### src/sv/rsat_pkg.sv
`default_nettype none

package rsat_pkg;

	// Field widths fixed by the item format.
	localparam int CFG_W     = 7;
	localparam int COUNT_W   = 13;
	localparam int CFG_IDX_W = 2;

	// Largest size a 7-bit size register can express, and the size after reset.
	localparam int CFG_MAX   = 127;
	localparam int CFG_RESET = 64;

	// Configuration register indexes.
	localparam logic [CFG_IDX_W-1:0] REG_ROW_COUNT = 2'd0;
	localparam logic [CFG_IDX_W-1:0] REG_COL_COUNT = 2'd1;

	// Function codes of an input word.
	localparam logic FUNC_LOAD  = 1'b0;
	localparam logic FUNC_QUERY = 1'b1;

	// Corners of a query, in the order they are read.
	typedef logic [1:0] corner_t;
	localparam corner_t CORNER_HI_HI = 2'd0;
	localparam corner_t CORNER_LO_HI = 2'd1;
	localparam corner_t CORNER_HI_LO = 2'd2;
	localparam corner_t CORNER_LO_LO = 2'd3;
	localparam corner_t CORNER_FIRST = CORNER_HI_HI;
	localparam corner_t CORNER_LAST  = CORNER_LO_LO;

	// Commands from the controller to the datapath.
	typedef struct packed {
		logic    in_ready;
		logic    capture;
		logic    ld_setup;
		logic    ld_commit;
		logic    q_read;
		corner_t corner;
		logic    out_load;
	} cmd_t;

	// Status from the datapath to the controller.
	typedef struct packed {
		logic in_valid;
		logic in_func;
		logic query_ok;
		logic out_free;
	} status_t;

endpackage

`default_nettype wire

### src/sv/rsat_ctrl.sv
`default_nettype none

module rsat_ctrl import rsat_pkg::*; (
	input  wire logic    clk,
	input  wire logic    arst_n,
	input  wire status_t st,
	output cmd_t         cmd
);

	typedef enum logic [5:0] {
		S_IDLE   = 6'b000001,
		S_LD_RD  = 6'b000010,
		S_LD_WR  = 6'b000100,
		S_Q_RD   = 6'b001000,
		S_Q_LAST = 6'b010000,
		S_Q_DONE = 6'b100000
	} state_t;

	state_t  state_q, state_d;
	corner_t corner_q, corner_d;

	// Next state and command decode.
	always_comb begin
		state_d  = state_q;
		corner_d = corner_q;
		cmd      = '0;
		case (state_q)
			S_IDLE: begin
				cmd.in_ready = 1'b1;
				if (st.in_valid) begin
					cmd.capture = 1'b1;
					corner_d    = CORNER_FIRST;
					state_d     = (st.in_func == FUNC_QUERY) ? S_Q_RD : S_LD_RD;
				end
			end
			S_LD_RD: begin
				cmd.ld_setup = 1'b1;
				state_d      = S_LD_WR;
			end
			S_LD_WR: begin
				cmd.ld_commit = 1'b1;
				state_d       = S_IDLE;
			end
			S_Q_RD: begin
				if (!st.query_ok) begin
					state_d = S_Q_DONE;
				end else begin
					cmd.q_read = 1'b1;
					cmd.corner = corner_q;
					corner_d   = corner_q + 2'd1;
					if (corner_q == CORNER_LAST) begin
						state_d = S_Q_LAST;
					end
				end
			end
			S_Q_LAST: begin
				state_d = S_Q_DONE;
			end
			S_Q_DONE: begin
				if (st.out_free) begin
					cmd.out_load = 1'b1;
					state_d      = S_IDLE;
				end
			end
			default: begin
				state_d = S_IDLE;
			end
		endcase
	end

	// State registers.
	always_ff @(posedge clk or negedge arst_n) begin
		if (!arst_n) begin
			state_q  <= S_IDLE;
			corner_q <= CORNER_FIRST;
		end else begin
			state_q  <= state_d;
			corner_q <= corner_d;
		end
	end

	// The load read state is always followed by the load write state.
	a_load_seq: assert property (@(posedge clk) disable iff (!arst_n)
		state_q == S_LD_RD |=> state_q == S_LD_WR)
		else $error("load read not followed by write");

	// A valid query moves on once the last corner read is issued.
	a_last_corner: assert property (@(posedge clk) disable iff (!arst_n)
		state_q == S_Q_RD && corner_q == CORNER_LAST && st.query_ok |=> state_q == S_Q_LAST)
		else $error("query did not finish after last corner");

	// A result is only loaded into a free output register.
	a_out_free: assert property (@(posedge clk) disable iff (!arst_n)
		cmd.out_load |-> st.out_free)
		else $error("result loaded over a pending word");

endmodule

`default_nettype wire

### config.mk
export PLATFORM = sky130hd
export DESIGN_NAME = rsat_ctrl
export DESIGN_NICKNAME = d
export VERILOG_FILES = /design/src/sv/rsat_pkg.sv /design/src/sv/rsat_ctrl.sv
export SDC_FILE = /design/constraint.sdc
export NUM_CORES = 1
export LEC_CHECK = 0
export ABC_AREA = 1
export BUFFER_PORTS_ARGS = -buffer_cell sky130_fd_sc_hd__buf_2
export CAP_MARGIN = 20
export CELL_PAD_IN_SITES_DETAIL_PLACEMENT = 0
export CELL_PAD_IN_SITES_GLOBAL_PLACEMENT = 1
export CORE_AREA = 2 2 43 45
export CTS_CLUSTER_SIZE = 12
export DETAILED_ROUTE_END_ITERATION = 6
export DIE_AREA = 0 0 45 47
export GPL_ROUTABILITY_DRIVEN = 0
export GPL_TIMING_DRIVEN = 0
export PLACE_DENSITY = 0.75
export REMOVE_ABC_BUFFERS = 1
export SLEW_MARGIN = 10
export SYNTH_ARGS = -nofsm -noshare
export SYNTH_HDL_FRONTEND = slang
export SYNTH_SLANG_ARGS = --single-unit
### constraint.sdc
create_clock -name clk -period 1.4 [get_ports clk]
set_input_delay 0.21 -clock clk [delete_from_list [all_inputs] [get_ports clk]]
set_output_delay 0.21 -clock clk [all_outputs]
set_load 0.005 [all_outputs]
## After elaboration in Yosys (flattened, before gate mapping)

Index checks and enable logic that the tools add are counted.
W data, S select, Z words.

- Logic and storage cells: 34
- Input bits: 6
- Output and inout port bits: 8
- Bits in registers: 8

- Add/sub/neg operators: 1
- Reductions and logical operators: 3
- Multiplexer cells: 17
- Eq/ne operators: 11

Operator list:

| cell | number |
|---|---|
| $pmux W6 S5 | 1 |
| $mux W6 | 4 |
| $eq A6 B1 Y1 const B | 1 |
| $eq A6 B2 Y1 const B | 1 |
| $eq A6 B3 Y1 const B | 1 |
| $eq A6 B4 Y1 const B | 1 |
| $eq A6 B5 Y1 const B | 1 |
| $eq A6 B6 Y1 const B | 1 |
| $mux W2 | 3 |
| $mux W3 | 2 |
| $ne A2 B2 Y1 const B | 3 |
| $reduce_and A3 Y1 | 2 |
| $mux W1 | 5 |
| $mux W4 | 1 |
| $pmux W2 S2 | 1 |
| $ne A3 B3 Y1 const B | 1 |
| $add A2 B1 Y2 const B | 1 |
| $eq A2 B2 Y1 const B | 1 |
| $reduce_bool A2 Y1 | 1 |

## Depth between registers and ports, before layout

Gate-level depths: netlist (run 1).

- Depth in word-level cells: 4
- Depth in mapped cells: 7
- Gate-level depth less buffers: 7

## Worst setup path before layout (run 1)

OpenSTA, ideal clock, no wires.

- Kind: register to register
- Start: register state_q[0]
- End: register corner_q[0]
- Setup time: 0.119 ns
- Arrival: 1.076 ns
- Setup slack: 0.205 ns
- Stages on the path, launching flop included: 8
- Clock period less this slack: 1.195 ns
- Buffers on the path: 0
- Data required time: 1.281 ns
- Path through: dfstp_2 > inv_2 > nor2_4 > nand3_2 > nand2_2 > nand3_2 > nand2_1 > nand2_1

- Word-level cells in the longest chain between the ends: 3

Ends and longest elaborated chain:

| element | line | RTL |
|---|---|---|
| from (decl) | rsat_ctrl.sv:19 | `state_t state_q, state_d;` |
| from (signal assigned) | rsat_ctrl.sv:77 | `state_q <= state_d;` |
| $eq A6 B1 Y1 or $eq A6 B4 Y1 (tied branches) | rsat_ctrl.sv:27 | `case (state_q)` |
| $ne A2 B2 Y1 (no line) or $reduce_bool A2 Y1 (tied branches) | n/a |  |
| $reduce_and A3 Y1 (no line) | n/a |  |
| to (signal assigned) | rsat_ctrl.sv:78 | `corner_q <= corner_d;` |
| to (decl) | rsat_ctrl.sv:20 | `corner_t corner_q, corner_d;` |

Several ways; a longest one is shown, not always the timed one.
A chain may end at the register's enable or synchronous reset.

==> Implementation_results.wiki, run 1 <==
{| class="wikitable"
! Metric !! Value
|-
| Outcome || complete, but fails checks
|-
| Violated checks || setup timing
|-
| Worst ir drop on vdd || 0.001437 V
|-
| Count of cells along the worst register-to-register path || 8
|-
| Combined area of all synthesized cells || 534.3 um2
|-
| Pre-CTS setup slack || 0.09344 ns
|-
| Most used flip-flop cell after synthesis || dfrtp_1
|-
| Final core utilization || 49.70%
|-
| Leak pwr || 0.4253 nW
|-
| CTS max path bufs || 2
|-
| Combined global-route utilization of all metal layers || 13.33%
|-
| End point of the critical path || cmd[6]
|-
| Cells after Synth || 70
|-
| Post-route non-filler standard cell count || 117
|-
| Share of the synthesized area in compound gates (AO/OA/AOI/OAI) || 2.810%
|-
| Mean Syn Cell Area || 7.632 um2
|-
| Avg Vias per Cell || 4.932
|-
| Unrepaired setup endpoints after global routing || true
|-
| Hold Path Origin || st[2]
|-
| Clock Sinks || 8
|-
| Final Hold Vio Count || 0
|-
| Setup violators final || 8
|-
| Reg2reg start || state_q[0]
|-
| R2R setup slack || 0.06 ns
|-
| Skew final || 0.004698 ns
|-
| Largest net degree at the start of global routing || 9
|-
| Number of enable flip-flop cells after synthesis || 0
|-
| Post-route clock period utilization || 107.4%
|-
| Post-route DRC violation count || 0
|-
| Antenna violations before repair || 0
|-
| Clock root buffer master || clkbuf_4
|-
| Sort of element at the end of the critical path || primary output
|-
| Final non-filler cell area || 820.8 um2
|-
| M1 GR Usage || 16.94%
|-
| Total power per unit cell area || 2037 nW/um2
|-
| Final routed wirelength across all metal layers || 1257 um
|-
| Final Net Count || 108
|-
| Routing usage on met3 || 2.308%
|-
| DIE AREA || 2115 um2
|-
| Number of distinct library cells after synthesis || 17
|-
| First-pass iteration count of the detailed router || 4
|-
| Hold WS || 0.1120 ns
|-
| Cell taking the most area after synthesis || dfrtp_1
|-
| Portion of the post-synthesis area used by sequential elements || 37.70%
|-
| Xor and xnor area share after synthesis || 0%
|-
| Number of vias in the routed layout || 577
|-
| Worst max-slew margin expressed relative to the limit || 84.66%
|-
| Main combinational cell family by area after synthesis || simple AND/OR/NAND/NOR gates
|-
| Clock tree from TritonCTS || yes
|-
| Number of placement rows || 15
|-
| Share of layout cells above drive strength 1 || 52.00%
|-
| Antenna diode count || 0
|-
| Startpoint of the worst setup timing path || state_q[0]
|-
| Maximum clock frequency || 665.0 MHz
|-
| Leftover overflow at the end of global routing || 0
|-
| Num CTS Buffers || 3
|-
| Commonest cells post-synth || nor2_1 (11), nand2_1 (10), inv_1 (9)
|-
| Count of yosys warnings during synthesis || 0
|-
| Fraction of synthesis flops using an asynchronous set or reset pin || 100.0%
|-
| Antenna Violating Nets Remaining || 0
|-
| DRC violation total after the first TritonRoute iteration || 9
|-
| Area share of fa/ha/maj cells after synthesis || 2.342%
|-
| Largest fanout on the critical path || 4
|-
| Grt met2 use || 20.86%
|-
| Fin worst setup slack || -0.1037 ns
|-
| Share of synthesized area spent on multiplexers || 0%
|-
| Flip-flop and latch count after synthesis || 8
|-
| Worst path required time || 1.19 ns
|-
| Simple-gate share of the synthesized area || 48.71%
|-
| Final routed wire length divided by cell count || 10.74 um
|-
| Data arrival, critical path || 1.29 ns
|-
| Max cap viols || 0
|-
| Global-route layer with the greatest usage || met2
|-
| Source-to-sink clock delay at the later pin of the worst-skew pair || 0.26 ns
|-
| Overall die width || 45 um
|-
| Instance count after placement with tap cells included || 100
|-
| Effective utilization at floorplan || 32.35%
|-
| Portion of synthesized cell area occupied by the leading cell type || 32.79%
|-
| Power, Total || 1.672 mW
|-
| Max Slew Vio Count || 0
|-
| Reg-to-reg critical path endpoint || corner_q[1]
|-
| Largest cells by area after synthesis || dfrtp_1 (33%), nor2_1 (7.7%), nand3_2 (7.5%)
|-
| Final worst path period need || 1.504 ns
|-
| Most instantiated library cell after synthesis || nor2_1
|-
| Measured slew at the worst slew-check pin || 0.2296 ns
|-
| Core Box Area || 1652 um2
|-
| Area growth syn-to-layout || 53.63%
|-
| First-pass GRT wire length || 1994 um
|-
| Aggregate negative setup slack || -0.3661 ns
|-
| Hold crit path type || input pin to register
|-
| Detailed-placement wirelength estimate || 826 um
|-
| Count of input and output buffers || 13
|-
| Dpl cell area || 620.6 um2
|-
| Category of the worst setup path launch point || register
|-
| Number of H-tree branching levels || 1
|-
| Clock transition time at the flip-flop clock pins of the worst setup and hold paths || 0.06 ns
|-
| Number of global-route vias before repair || 467
|-
| Start-to-end type of the worst setup path || register to primary output
|-
| Die Height || 47 um
|-
| IO Pins || 14
|}
## layer usage
metal | share of wire, % | wire length [um]
met2 | 49 | 616
met4 | 2.9 | 36
met5 | 0 | 0
met1 | 43 | 537
met3 | 5.3 | 67
## kinds of logic after synthesis
| logic type | count (synthesis) |
|---|---|
| flops | 8 |
| simple gates | 46 |
| fa+ha+maj | 1 |
| compound gates | 3 |
| buf+inv | 12 |
## flip-flops by register name, indices dropped and copies added (netlist names)
signal	cells
corner_q	2
state_q	6
## where the power goes
| group | internal [mW] | total [mW] | switching [mW] |
|---|---|---|---|
| Sequential | 0.318 | 0.414 | 0.0959 |
| Clock | 0.110 | 0.202 | 0.0918 |
| Combinational | 0.489 | 1.06 | 0.566 |
| Total | 0.918 | 1.67 | 0.754 |
## layout make-up
class                   instances  area (um2)
well taps                      17       21.27
multi-input cells              50       359.1
flip-flops and latches          8       203.9
fillers                       177       830.8
repair buffers                 26       165.2
inverters                      12       45.04
clock buffers                   4       26.28
## critical path, cell delays in order (launching register included)
cell     delay (ns)
dfstp_2        0.58
inv_2          0.05
nor2_4         0.11
nand3_4        0.09
nor2_1         0.09
buf_2          0.11
## worst min path at each step
stage | end | slack [ns] | depth (start not counted)
global route | state_q[1] | 0.12 | 2
CTS | state_q[1] | 0.12 | 2
floorplan | corner_q[0] | -0.09 | 0
global placement | state_q[1] | 0.06 | 1
finish | state_q[1] | 0.11 | 2
detailed placement | state_q[1] | 0.07 | 1
## layout by cell type, fill, tap and decap left out, drive strengths merged
| cell | synthesis | final |
|---|---|---|
| inv | 12 | 12 |
| o21ai | 3 | 3 |
| dfrtp | 7 | 7 |
| nor3 | 5 | 5 |
| dlygate4sd3 | 0 | 1 |
| nand2 | 11 | 11 |
| ha | 1 | 1 |
| dfstp | 1 | 1 |
| nor2 | 16 | 16 |
| nand3 | 8 | 8 |
| clkbuf | 0 | 4 |
| buf | 0 | 25 |
| nand4 | 6 | 6 |
## what timing repair did
item,4_1_cts,5_1_grt
endpoints found under the hold margin,7,0
hold buffers,1,0
pin swaps,4,5
gates cloned,0,0
gates resized for setup,9,7
setup endpoints to repair,8,14
buffers inserted,6,6
No activity file was read; power rests on OpenSTA's default activity.
==> run 2: changes to the inputs <==
PLACE_DENSITY = unset   (was 0.75)
PLACE_DENSITY_LB_ADDON = 0.1   (was unset)
==> Implementation_results.wiki, run 2 (synthesis results as in run 1) <==
{| class="wikitable"
! Metric !! Value
|-
| Combinational cell fraction of total power || 64.4% (+1.3 points)
|-
| Final non-filler cell area || 848.3 um2 (+3.4%)
|-
| Clock Sinks || 8 (unchanged)
|-
| Antenna violations before repair || 0 (unchanged)
|-
| Hold Path Origin || st[2]
|-
| First-pass GRT wire length || 2021 um (+1.4%)
|-
| Commonest cells after routing, fill and taps aside || buf_2 (13), buf_4 (13), inv_1 (9), nand2_1 (9), nor2_1 (8)
|-
| Clock root buffer master || clkbuf_4
|-
| Category of the worst setup path launch point || register
|-
| Reg2reg start || state_q[5]
|-
| Startpoint of the worst setup timing path || state_q[0]
|-
| Sequential Power Share || 23.5% (-1.3 points)
|-
| Global-route layer with the greatest usage || met2
|-
| Total power per unit cell area || 2076 nW/um2 (+1.9%)
|-
| Switching part of the total || 44.95% (-0.17 points)
|-
| Area growth syn-to-layout || 58.78%
|-
| M1 GR Usage || 18.69% (+1.8 points)
|-
| Number of H-tree branching levels || 1 (unchanged)
|-
| Grt met2 use || 20.00% (-0.86 points)
|-
| Detailed-placement wirelength estimate || 878.1 um (+6.3%)
|-
| Internal power contribution || 969.4 uW (+5.7%)
|-
| Worst path required time || 1.19 ns (about the same)
|-
| Unrepaired setup endpoints after global routing || true
|-
| Max Slew Vio Count || 0 (unchanged)
|-
| Leak pwr || 0.4331 nW (+1.8%)
|-
| Overall die width || 45 um (unchanged)
|-
| Combined global-route utilization of all metal layers || 14.18% (+0.85 points)
|-
| Number of placement rows || 15 (unchanged)
|-
| Sort of element at the end of the critical path || primary output
|-
| Area of the multi-input gates || 356.6 um2 (-0.70%)
|-
| Clock tree from TritonCTS || yes
|-
| IO Pins || 14 (unchanged)
|-
| Final routed wire length divided by cell count || 11.33 um (+5.4%)
|-
| Worst ir drop on vdd || 0.001186 V (-17%)
|-
| Clock transition time at the flip-flop clock pins of the worst setup and hold paths || 0.06 ns (about the same)
|-
| Register containing the most flip-flops in the final layout || state_q
|-
| Number of global-route vias before repair || 486 (+4.1%)
|-
| Hold WS || 0.1030 ns (-0.008991 ns)
|-
| Final Hold Vio Count || 0 (unchanged)
|-
| Data arrival, critical path || 1.34 ns (+0.05 ns)
|-
| Aggregate negative setup slack || -0.9094 ns (-0.5433 ns)
|-
| Antenna diode count || 0 (unchanged)
|-
| Share of layout cells above drive strength 1 || 54.37% (+2.4 points)
|-
| Dpl cell area || 620.6 um2 (unchanged)
|-
| Largest net degree at the start of global routing || 9 (unchanged)
|-
| Skew final || 0.007271 ns (+0.002573 ns)
|-
| Post-route clock period utilization || 110.7% (+3.3 points)
|-
| Worst max-slew margin expressed relative to the limit || 85.34% (+0.69 points)
|-
| Num CTS Buffers || 3 (unchanged)
|-
| Max cap viols || 0 (unchanged)
|-
| CTS max path bufs || 2 (unchanged)
|-
| Final Net Count || 111 (+2.8%)
|-
| Leftover overflow at the end of global routing || 0 (unchanged)
|-
| Measured slew at the worst slew-check pin || 0.2193 ns (-0.01027 ns)
|-
| Hold crit path type || input pin to register
|-
| Antenna Violating Nets Remaining || 0 (unchanged)
|-
| Flip-flop count of the largest register, all copies and words added || 6 (unchanged)
|-
| Clock Power Share || 12.1% (about the same)
|-
| Violated checks || setup timing
|-
| Final routed wirelength across all metal layers || 1359 um (+8.1%)
|-
| Fin worst setup slack || -0.1495 ns (-0.04574 ns)
|-
| Outcome || complete, but fails checks
|-
| First-pass iteration count of the detailed router || 2 (-2)
|-
| Largest fanout on the critical path || 4 (unchanged)
|-
| Reported net switching power || 791.4 uW (+4.9%)
|-
| Source-to-sink clock delay at the later pin of the worst-skew pair || 0.28 ns (+0.02 ns)
|-
| Core Box Area || 1652 um2 (unchanged)
|-
| Number of vias in the routed layout || 593 (+2.8%)
|-
| DRC violation total after the first TritonRoute iteration || 3 (-6)
|-
| Post-route DRC violation count || 0 (unchanged)
|-
| Routing usage on met3 || 2.308% (unchanged)
|-
| Maximum clock frequency || 645.4 MHz (-3.0%)
|-
| Filler Cells Inserted || 182 (+2.8%)
|-
| Pre-CTS setup slack || 0.1073 ns (+0.01386 ns)
|-
| Effective utilization at floorplan || 32.35% (unchanged)
|-
| Count of input and output buffers || 13 (unchanged)
|-
| DIE AREA || 2115 um2 (unchanged)
|-
| Setup violators final || 10 (+2)
|-
| Avg Vias per Cell || 4.942 (+0.20%)
|-
| Die Height || 47 um (unchanged)
|-
| Register area || 203.9 um2 (unchanged)
|-
| Final worst path period need || 1.549 ns (+0.04574 ns)
|-
| Power, Total || 1.761 mW (+5.3%)
|-
| Registers with the highest flip-flop counts || state_q (6), corner_q (2)
|-
| Start-to-end type of the worst setup path || register to primary output
|}
==> run 2: changes by cell type in the layout (fill, tap and decap cells not counted) <==
cell / previous run / this run
nor2_4: 6 / 5
nor2_1: 10 / 8
buf_6: 0 / 2
nand2_2: 2 / 1
nand2_1: 8 / 9
buf_4: 12 / 13
nor2_2: 0 / 3
==> run 2: final cells by class <==
type	instances	area share, %
inverters	12	5.310
multi-input cells	50	42.04
repair buffers	29	23.01
well taps	17	2.507
flip-flops and latches	8	24.04
clock buffers	4	3.097
==> run 2: power groups by stage <==
| stage | sequential [mW] | combinational [mW] | clock (mW) |
|---|---|---|---|
| 2_1_floorplan | 0.401 | 0.493 | 0 |
| 3_3_place_gp | 0.413 | 0.644 | 0 |
| 3_5_place_dp | 0.414 | 0.638 | 0 |
| 4_1_cts | 0.414 | 0.850 | 0.211 |
| 5_1_grt | 0.422 | 1.26 | 0.218 |
| 6_report | 0.413 | 1.13 | 0.213 |
==> run 2: per-layer routing <==
metal	share of wire, %	up-vias	wire (um)
li1	-	299	-
met1	44	278	604
met2	48	11	655
met3	3.8	5	52
met4	3.5	0	48
met5	0	-	0
==> run 2: path summary, 6_finish.rpt <==
path                                to  slack (ns)  cells after the start
max                             cmd[6]       -0.15                      5
min                         state_q[1]        0.10                      2
max reg2reg                corner_q[0]       -0.04                      8
min reg2reg                corner_q[1]        0.52                      2
max in group asynchronous   state_q[0]        0.85                      2
min in group asynchronous   state_q[4]        0.30                      2
==> run 2: repair_timing <==
item	in CTS	in global routing
endpoints found under the setup margin	8	11
hold buffers	1	0
gates resized for setup	5	13
endpoints found under the hold margin	7	0
buffers inserted	7	8
pin swaps	2	8
==> run 2: worst max-delay path: stages (launching register included) <==
cell and delay [ns]:
dfstp_2 0.56, inv_2 0.05, nor2_4 0.15, nand3_4 0.11, nor2_2 0.09, buf_2 0.11
==> run 2: through the flow <==
step	utilization, %	std cells
detailed placement	37.58	100
global placement	37.58	100
floorplan	-	70
finish	51.36	120
global route	51.36	120
CTS	44.55	112
==> run 3: changes to the inputs <==
SETUP_SLACK_MARGIN = 0.05   (was unset)
==> Implementation_results.wiki, run 3 (synthesis results as in run 1) <==
{| class="wikitable"
! Metric !! Value
|-
| Antenna violations before repair || 0 (unchanged)
|-
| Leftover overflow at the end of global routing || 0 (unchanged)
|-
| Post-route non-filler standard cell count || 120 (unchanged)
|-
| Count of input and output buffers || 13 (unchanged)
|-
| Flip-flop count of the largest register, all copies and words added || 6 (unchanged)
|-
| CTS max path bufs || 2 (unchanged)
|-
| Registers with the highest flip-flop counts || state_q (6), corner_q (2)
|-
| First-pass GRT wire length || 2021 um (unchanged)
|-
| Outcome || complete, but fails checks
|-
| Post-route clock period utilization || 109.4% (-1.3 points)
|-
| Fin worst setup slack || -0.1313 ns (+0.01817 ns)
|-
| Final worst path period need || 1.531 ns (-0.01817 ns)
|-
| Clock tree from TritonCTS || yes
|-
| Commonest cells after routing, fill and taps aside || buf_2 (13), buf_4 (12), inv_1 (9), nand2_1 (9), nor2_1 (8)
|-
| Max Slew Vio Count || 0 (unchanged)
|-
| First-pass iteration count of the detailed router || 3 (+1)
|-
| Final Net Count || 111 (unchanged)
|-
| Worst ir drop on vdd || 0.001258 V (+6.0%)
|-
| Clock Sinks || 8 (unchanged)
|-
| Filler Cells Inserted || 178 (-2.2%)
|-
| Largest net degree at the start of global routing || 9 (unchanged)
|-
| Count of cells along the worst register-to-register path || 6 (-2)
|-
| Total power per unit cell area || 2062 nW/um2 (-0.68%)
|-
| Count of buffering cells on the critical path with inverters included || 1 (-1)
|-
| Max cap viols || 0 (unchanged)
|-
| Reg-to-reg critical path endpoint || state_q[3]
|-
| Antenna Violating Nets Remaining || 0 (unchanged)
|-
| Violated checks || setup timing
|-
| Start-to-end type of the worst setup path || register to primary output
|-
| Combined global-route utilization of all metal layers || 14.18% (unchanged)
|-
| Crit-path max cell delay || 0.43 ns (-0.13 ns)
|-
| Instance count after placement with tap cells included || 100 (unchanged)
|-
| Hold Path Origin || st[2]
|-
| Setup violators final || 11 (+1)
|-
| Aggregate negative setup slack || -0.8337 ns (+0.07572 ns)
|-
| Clock root buffer master || clkbuf_4
|-
| R2R setup slack || -0.02 ns (+0.02 ns)
|-
| Measured slew at the worst slew-check pin || 0.2263 ns (+0.006939 ns)
|-
| Worst path required time || 1.19 ns (about the same)
|-
| Unrepaired setup endpoints after global routing || true
|-
| Data arrival, critical path || 1.32 ns (-0.02 ns)
|-
| Antenna diode count || 0 (unchanged)
|-
| Most common cell after layout, fill and taps aside || buf_2
|-
| DRC violation total after the first TritonRoute iteration || 7 (+4)
|-
| Top delay family on crit path || simple AND/OR/NAND/NOR gates
|-
| Worst hold path cell count || 2 (unchanged)
|-
| Overall die width || 45 um (unchanged)
|-
| Core Box Area || 1652 um2 (unchanged)
|-
| Category of the worst setup path launch point || register
|-
| Final Hold Vio Count || 0 (unchanged)
|-
| Detailed-placement wirelength estimate || 878.1 um (unchanged)
|-
| Final routed wirelength across all metal layers || 1336 um (-1.7%)
|-
| Leak pwr || 0.4349 nW (+0.42%)
|-
| Worst max-slew margin expressed relative to the limit || 84.88% (-0.46 points)
|-
| Number of vias in the routed layout || 591 (-0.34%)
|-
| Number of placement rows || 15 (unchanged)
|-
| Skew final || 0.008993 ns (+0.001722 ns)
|-
| Power, Total || 1.759 mW (about the same)
|-
| Clock transition time at the flip-flop clock pins of the worst setup and hold paths || 0.06 ns (about the same)
|-
| Series of cell instances along the critical path || nor2_4, nand3_4, nor2_1, buf_2
|-
| Maximum clock frequency || 653.0 MHz (+1.2%)
|-
| Hold crit path type || input pin to register
|-
| Register containing the most flip-flops in the final layout || state_q
|-
| Number of global-route vias before repair || 486 (unchanged)
|-
| Largest fanout on the critical path || 8 (+4)
|-
| Reg2reg start || state_q[5]
|-
| Effective utilization at floorplan || 32.35% (unchanged)
|-
| Number of H-tree branching levels || 1 (unchanged)
|-
| Share of layout cells above drive strength 1 || 54.37% (unchanged)
|-
| Final routed wire length divided by cell count || 11.13 um (-1.7%)
|-
| IO Pins || 14 (unchanged)
|-
| Die Height || 47 um (unchanged)
|-
| Area growth syn-to-layout || 59.72%
|-
| Sort of element at the end of the critical path || primary output
|-
| Num CTS Buffers || 3 (unchanged)
|-
| Hold EP || state_q[1]
|-
| Source-to-sink clock delay at the later pin of the worst-skew pair || 0.27 ns (about the same)
|-
| Post-route DRC violation count || 0 (unchanged)
|-
| Slowest cell on crit path || dfrtp_1
|-
| Pre-CTS setup slack || 0.1073 ns (unchanged)
|-
| DIE AREA || 2115 um2 (unchanged)
|-
| Avg Vias per Cell || 4.925 (-0.34%)
|}
==> run 3: what timing repair did <==
action / CTS / global route
setup endpoints to repair: 8 / 14
resized for setup: 5 / 14
gates cloned: 0 / 0
hold endpoints to repair: 7 / 0
hold buffers: 1 / 0
pin swaps: 2 / 12
buffers inserted: 7 / 8
==> run 3: per-layer routing <==
metal  vias to the layer above  track usage, %  routed length [um]
met5                         -               0                   0
met1                       277           18.69                 600
met3                         5           2.308                  49
met4                         0           12.35                  51
li1                        298               -                   -
met2                        11           20.00                 635
==> run 3: report_power, final <==
part | switching, mW | internal [mW]
Combinational | 0.589 | 0.553
Sequential | 0.0943 | 0.318
Clock | 0.0949 | 0.110
==> run 3: metrics by stage <==
stage / utilization [%] / hold WS, ns / area (um2)
global placement: 37.58 / 0.06875 / 620.6
finish: 51.67 / 0.1101 / 853.3
CTS: 44.55 / 0.1070 / 735.7
floorplan: - / -0.08559 / 534.3
detailed placement: 37.58 / 0.06825 / 620.6
global route: 51.67 / 0.1236 / 853.3
==> run 3: worst max path at each step <==
stage	to	cells after the start	from	slack, ns
5_1_grt	cmd[1]	4	state_q[5]	-0.20
3_3_place_gp	corner_q[1]	6	state_q[5]	0.12
2_1_floorplan	corner_q[0]	7	state_q[0]	0.21
4_1_cts	cmd[6]	5	state_q[0]	-0.14
6_report	cmd[1]	4	state_q[5]	-0.13
3_5_place_dp	cmd[5]	4	state_q[2]	0.11
==> run 3: final cells by class <==
class | count | area, um2 | share of cell area [%]
flip-flops and latches | 8 | 203.9 | 23.90
clock buffers | 4 | 26.28 | 3.079
well taps | 17 | 21.27 | 2.493
multi-input cells | 50 | 357.8 | 41.94
inverters | 12 | 45.04 | 5.279
repair buffers | 29 | 198.9 | 23.31
